## config.mk

```make
export PLATFORM = sky130hd
export DESIGN_NAME = fmq_cell
export DESIGN_NICKNAME = d
export VERILOG_FILES = /design/src/design/fifo_and_max_dual_service_queue_unit_macros.svh /design/src/design/fmq_pkg.sv /design/src/design/fmq_cell.sv
export SDC_FILE = /design/constraint.sdc
export NUM_CORES = 1
export LEC_CHECK = 0
export ABC_CLOCK_PERIOD_IN_PS = 7300
export BUFFER_PORTS_ARGS = -buffer_cell sky130_fd_sc_hd__clkbuf_2
export CAP_MARGIN = 10
export CORE_MARGIN = 2
export CORE_UTILIZATION = 40
export CTS_CLUSTER_DIAMETER = 100
export DETAILED_ROUTE_END_ITERATION = 8
export PLACE_DENSITY = 0.71
export SLEW_MARGIN = 10
export SYNTH_ARGS = -nofsm -noshare
export SYNTH_HDL_FRONTEND = slang
export SYNTH_SLANG_ARGS = --single-unit
```

## constraint.sdc

```tcl
create_clock -name i_clk -period 7.3 [get_ports i_clk]
set_input_delay 0 -clock i_clk [delete_from_list [all_inputs] [get_ports i_clk]]
set_output_delay 0 -clock i_clk [all_outputs]
set_load 0.05 [all_outputs]
```

## src/design/fifo_and_max_dual_service_queue_unit_macros.svh

```systemverilog
// assertion macros for the dual service queue
`ifndef FIFO_AND_MAX_DUAL_SERVICE_QUEUE_UNIT_MACROS_SVH
`define FIFO_AND_MAX_DUAL_SERVICE_QUEUE_UNIT_MACROS_SVH

// property checked at every rising clock edge outside reset
`define FMQ_CHECK(name, prop, msg) \
    name: assert property (@(posedge i_clk) disable iff (!i_rst_n) prop) \
        else $error(msg);

// condition in one cycle implies a consequence in the next
`define FMQ_CHECK_NEXT(name, ante, cons, msg) \
    name: assert property (@(posedge i_clk) disable iff (!i_rst_n) (ante) |=> (cons)) \
        else $error(msg);

`endif

```

## src/design/fmq_pkg.sv

```systemverilog
// shared types and constants for the dual service queue
package fmq_pkg;

    localparam int CAPACITY = 64;
    localparam int IDX_W    = $clog2(CAPACITY);
    localparam int VAL_W    = 24;
    localparam int NUM_W    = 32;

    typedef enum logic [1:0] {
        CMD_ARRIVE  = 2'd0,
        CMD_OLDEST  = 2'd1,
        CMD_LARGEST = 2'd2,
        CMD_NONE    = 2'd3
    } t_cmd;

    typedef enum logic [1:0] {
        ST_SERVED = 2'd0,
        ST_EMPTY  = 2'd1,
        ST_FULL   = 2'd2
    } t_status;

    typedef enum logic [1:0] {
        S_IDLE,
        S_SCAN,
        S_REMOVE,
        S_TRIM
    } t_state;

    typedef struct packed {
        logic [1:0]       cmd;
        logic [VAL_W-1:0] amount;
    } t_in_item;

    typedef struct packed {
        logic [NUM_W-1:0] served_number;
        logic [1:0]       status;
    } t_out_item;

    typedef struct packed {
        logic             valid;
        logic             span;
        logic [VAL_W-1:0] value;
        logic [NUM_W-1:0] number;
    } t_slot;

    typedef struct packed {
        logic             wave;
        logic             found;
        logic [VAL_W-1:0] value;
        logic [NUM_W-1:0] number;
        logic [IDX_W-1:0] index;
    } t_carry;

    typedef struct packed {
        logic             arrive;
        logic             shift;
        logic             drop_tail;
        logic             remove;
        logic [IDX_W-1:0] remove_idx;
        logic             scan_start;
        logic [VAL_W-1:0] value;
        logic [NUM_W-1:0] number;
    } t_cell_ctl;

endpackage

```

## src/design/fmq_cell.sv

```systemverilog
// one queue cell: slot storage, shift to neighbour and running-maximum stage
module fmq_cell (
    input  logic                     i_clk,
    input  logic                     i_rst_n,
    input  logic [fmq_pkg::IDX_W-1:0] i_idx,
    input  fmq_pkg::t_cell_ctl       i_ctl,
    input  logic                     i_prev_span,
    input  fmq_pkg::t_slot           i_next,
    input  fmq_pkg::t_carry          i_car,
    output fmq_pkg::t_slot           o_slot,
    output fmq_pkg::t_carry          o_car,
    output logic                     o_tail_hole
);

    logic                      r_valid;
    logic                      r_span;
    logic [fmq_pkg::VAL_W-1:0] r_value;
    logic [fmq_pkg::NUM_W-1:0] r_number;
    logic                      n_valid;
    logic                      n_span;
    logic [fmq_pkg::VAL_W-1:0] n_value;
    logic [fmq_pkg::NUM_W-1:0] n_number;
    fmq_pkg::t_carry           r_car;
    fmq_pkg::t_carry           n_car;
    logic                      w_hit;
    logic                      w_take;

    assign w_hit       = i_ctl.remove && (i_ctl.remove_idx == i_idx);
    assign o_tail_hole = r_span && !i_next.span && !r_valid;
    assign w_take      = r_valid && (!i_car.found || (r_value > i_car.value));

    always_comb begin
        n_valid  = r_valid;
        n_span   = r_span;
        n_value  = r_value;
        n_number = r_number;
        priority if (i_ctl.shift) begin
            n_valid  = i_next.valid;
            n_span   = i_next.span;
            n_value  = i_next.value;
            n_number = i_next.number;
        end else if (i_ctl.arrive && i_prev_span && !r_span) begin
            n_valid  = 1'b1;
            n_span   = 1'b1;
            n_value  = i_ctl.value;
            n_number = i_ctl.number;
        end else if (w_hit) begin
            n_valid = 1'b0;
        end else if (i_ctl.drop_tail && o_tail_hole) begin
            n_span = 1'b0;
        end else begin
        end
    end

    always_comb begin
        n_car = i_car;
        if (w_take) begin
            n_car.found  = 1'b1;
            n_car.value  = r_value;
            n_car.number = r_number;
            n_car.index  = i_idx;
        end
    end

    always_ff @(posedge i_clk) begin
        if (!i_rst_n) begin
            r_valid    <= 1'b0;
            r_span     <= 1'b0;
            r_car.wave <= 1'b0;
        end else begin
            r_valid <= n_valid;
            r_span  <= n_span;
            r_car   <= n_car;
        end
    end

    always_ff @(posedge i_clk) begin
        r_value  <= n_value;
        r_number <= n_number;
    end

    assign o_slot = '{valid: r_valid, span: r_span, value: r_value, number: r_number};
    assign o_car  = r_car;

endmodule

```

==> metrics.md <==
| Metric | Value |
|---|---|
| Synth cell count leaders | `edfxtp_1 (119), o211ai_1 (102), a22oi_1 (62)` |
| Skew-Pair Late Insertion Delay | `0.41 ns` |
| Final hold vios | `0` |
| Fillers | `1273` |
| Clock slew at reported path FFs | `roughly 0.05 ns` |
| Pleak | `~4.7 nW` |
| Post-synth EDFFs | `roughly 120` |
| CP endpoint kind | `flip-flop` |
| Min-delay worst type | `input port to flip-flop` |
| Psw | `between 0.8 and 0.9 mW` |
| Cell Chain, Critical Path | `ha_1 > and4_1 > and4bb_2 > nand2_1 > o21ai_4 > buf_4 > a22oi_1 > dlygate4sd3_1 > o211ai_1 > dlygate4sd3_1` |
| WS Path Type | `flip-flop to flip-flop` |
| Flop pwr share | `a little over a third` |
| Max clock buf depth | `2` |
| Metal1 wirelength | `between 9 and 10 mm` |
| Int Pwr | `roughly 1.7 mW` |
| CTS sink count | `122` |
| CP Launch Type | `flip-flop` |
| Antenna violations before repair | `0` |
| Final setup fails | `0` |
| WL met2 | `around 13 mm` |
| Synth top area cells | `edfxtp_1 (51%), o211ai_1 (11%), mux2_2 (9.0%)` |
| Post-synthesis sequential area ratio | `between 50% and 60%` |
| Metal3 WL | `about 1.9 mm` |
| Number of global-route vias before repair | `between 7000 and 8000` |
| Crit path max fanout | `32` |
| DRC violations left | `0` |
| Pwr dens | `around 220 nW/um^2` |
| Syn_nets | `about 800` |
| CP arrival | `roughly 4.7 ns` |
| Critical Path Max Stage Delay | `approximately 0.75 ns` |
| WL per Instance | `just under 20 um` |
| VDD IR max | `approximately 150 uV` |
| Overflow after GRT | `0` |
| Via count of the routed design | `approximately 7200` |
| Largest area contributor in the netlist | `edfxtp_1` |
| Cells after synthesis | `between 500 and 600` |
| Max frequency | `about 0.23 GHz` |
| Warnings, synthesis | `0` |
| Clock skew | `approximately 0.012 ns` |
| Flops & latches, synth | `about 120` |
| Worst R2R Path Depth | `10` |
| Fraction of registers with async set/reset | `0%` |
| DIE WIDTH | `137 um` |
| Critical Path Start | `r_value[15]` |
| DRT Pass-1 Iters | `7` |
| MaxCap Viol Count | `0` |
| Total chip power | `approximately 2.5 mW` |
| DR top layer | `met4` |
| Mapped cell area | `approximately 7000 um^2` |
| Setup WS post-layout | `2.90 ns` |
| Share of cells above drive strength 1 | `between 40% and 50%` |
| Number of distinct library cells after synthesis | `37` |
| Layout area overhead | `59.8%` |
| R2r endpoint | `o_car[5]` |
| Core Util, Final | `around two thirds` |
| Post-layout min period | `~4.4 ns` |
| Setup TNS | `0 ns` |
| Die height | `around 140 um` |
| Worst R2R Start | `r_value[15]` |
| Routability cong. | `0.805` |
| DPL Wire Length | `between 15 and 20 mm` |
| Num CTS Buffers | `17` |
| RSZ-0062 raised after global routing | `false` |
| Global-route wire length before repair | `roughly 38 mm` |
| Largest net degree at the start of global routing | `67` |
| Pre-CTS setup slack | `a little over 4 ns` |
| Post-layout net count | `between 1000 and 1500` |
| CTS root buf | `clkbuf_16` |
| Slew margin rel. | `36.1%` |
| FF-to-FF setup slack | `2.90 ns` |
| Starting Density | `approximately two fifths` |
| Most frequent cell after synthesis | `edfxtp_1` |
| Post-CTS resize count | `0` |
| Initial DRC Count | `around 670` |
| H-tree levels | `4` |
| Drt total wl | `between 20 and 30 mm` |
| ANT cells | `0` |
| Status | `completed` |
| Cell mode on critical path | `dlygate4sd3_1` |
| Hold path depth | `3` |
| Vias per inst | `5.62` |
| TritonCTS clock tree | `built` |
| Syn avg cell area | `roughly 12 um^2` |
| Logic pwr share | `between 20% and 30%` |
| HP Start | `i_idx[0]` |
| Rows | `48` |
| Core box area | `17200 um^2` |
| GRT Util Overall | `a little over a quarter` |
| Top FF cell, synth | `edfxtp_1` |
| Antenna Violating Nets Remaining | `0` |
| Final Max Tran Viols | `0` |
| Clk pwr share | `between 30% and 40%` |
| Worst Tran Pin Value | `about 0.95 ns` |
| # port buffers | `~320` |
| CP max stage cell | `o21ai_4` |
| Area of the die | `between 15000 and 20000 um^2` |
| CP Data Required Time | `7.57 ns` |
| Hold endpoint | `o_car[0]` |
| Period utilisation layout | `60.3%` |
| Switching Share | `around a third` |
| Yosys top cell area share | `between 50% and 60%` |
| IO Count | `between 300 and 400` |
==> sequential cells by signal, summed over array words and instances, names as in the netlist <==
| register | cells |
|---|---|
| o_car | 64 |
| r_number | 32 |
| r_value | 24 |
| r_span | 1 |
| r_valid | 1 |
==> layout by cell type (no fill, tap or decap), drive strengths merged, types with 3 or more instances in the layout <==
master | synthesis | final
o311ai | 23 | 23
nor2 | 5 | 5
xor2 | 3 | 3
a22oi | 62 | 62
buf | 23 | 12
ha | 24 | 24
xnor2 | 3 | 3
mux2 | 56 | 56
nand2 | 45 | 45
bufinv | 0 | 4
o21ai | 8 | 8
inv | 27 | 27
clkinv | 0 | 8
clkbuf | 32 | 337
nand4 | 5 | 5
o211ai | 103 | 103
a21oi | 11 | 11
edfxtp | 119 | 119
dlygate4sd3 | 0 | 187
dfxtp | 3 | 3
==> layout make-up <==
| class | instances | area [um^2] | area share, % |
|---|---|---|---|
| Sequential cell | 122 | 3630 | 32.3 |
| Timing Repair Buffer | 517 | 3550 | 31.6 |
| Multi-Input combinational cell | 365 | 3070 | 27.3 |
| Clock buffer | 19 | 443 | 3.94 |
| Tap cell | 225 | 282 | 2.50 |
| Clock inverter | 13 | 175 | 1.56 |
| Inverter | 27 | 101 | 0.901 |
==> metrics by stage <==
step,instance area (um^2),hold WS (ns),std cells
floorplan,7040,0.112,569
global placement,8760,0.221,1069
detailed placement,8760,0.223,1069
CTS,11300,0.00625,1288
global route,11300,0.000623,1288
finish,11300,0.00394,1288
==> metal layers <==
layer	global-route usage, %	up-vias
li1	-	3269
met4	12.0	0
met3	6.56	91
met2	45.6	422
met5	0	-
met1	31.5	3457
==> worst max-delay path: cells and delay by family, from the launching register on <==
| family | cells | cell delay, ns |
|---|---|---|
| buffers and inverters | 3 | 1.71 |
| DFF | 1 | 0.50 |
| adders and majority gates | 1 | 0.36 |
| and+or+nand+nor | 3 | 0.67 |
| AOI/OAI and AO/OA | 3 | 1.02 |
==> power by group through the flow <==
stage | sequential [mW] | combinational, mW | clock (mW)
after detailed placement | 0.906 | 0.603 | 0
final | 0.894 | 0.711 | 0.897
after floorplan | 1.11 | 0.219 | 0
after global placement | 0.904 | 0.595 | 0
after global routing | 0.900 | 0.751 | 0.938
after CTS | 0.892 | 0.699 | 0.903
==> kinds of logic after synthesis <==
group                      synth area share [%]
AOI/OAI and AO/OA                          24.8
DFF                                        51.6
buffers and inverters                      5.26
and+or+nand+nor                            4.42
muxes                                      8.96
adders and majority gates                  4.26
xor gates and xnor gates                  0.746
==> worst max-delay path by stage <==
stage | to | slack (ns)
4_1_cts | o_car[4] | 3.04
6_report | o_car[5] | 2.90
3_3_place_gp | o_car[57] | 4.15
2_1_floorplan | r_span | 2.16
3_5_place_dp | o_car[57] | 4.13
5_1_grt | o_car[2] | 2.73
==> timing repair <==
| action | CTS | global route |
|---|---|---|
| buffers inserted | 0 | 0 |
| hold buffers | 187 | 0 |
| hold endpoints to repair | 120 | 0 |
(Power assumes the default switching activity.)
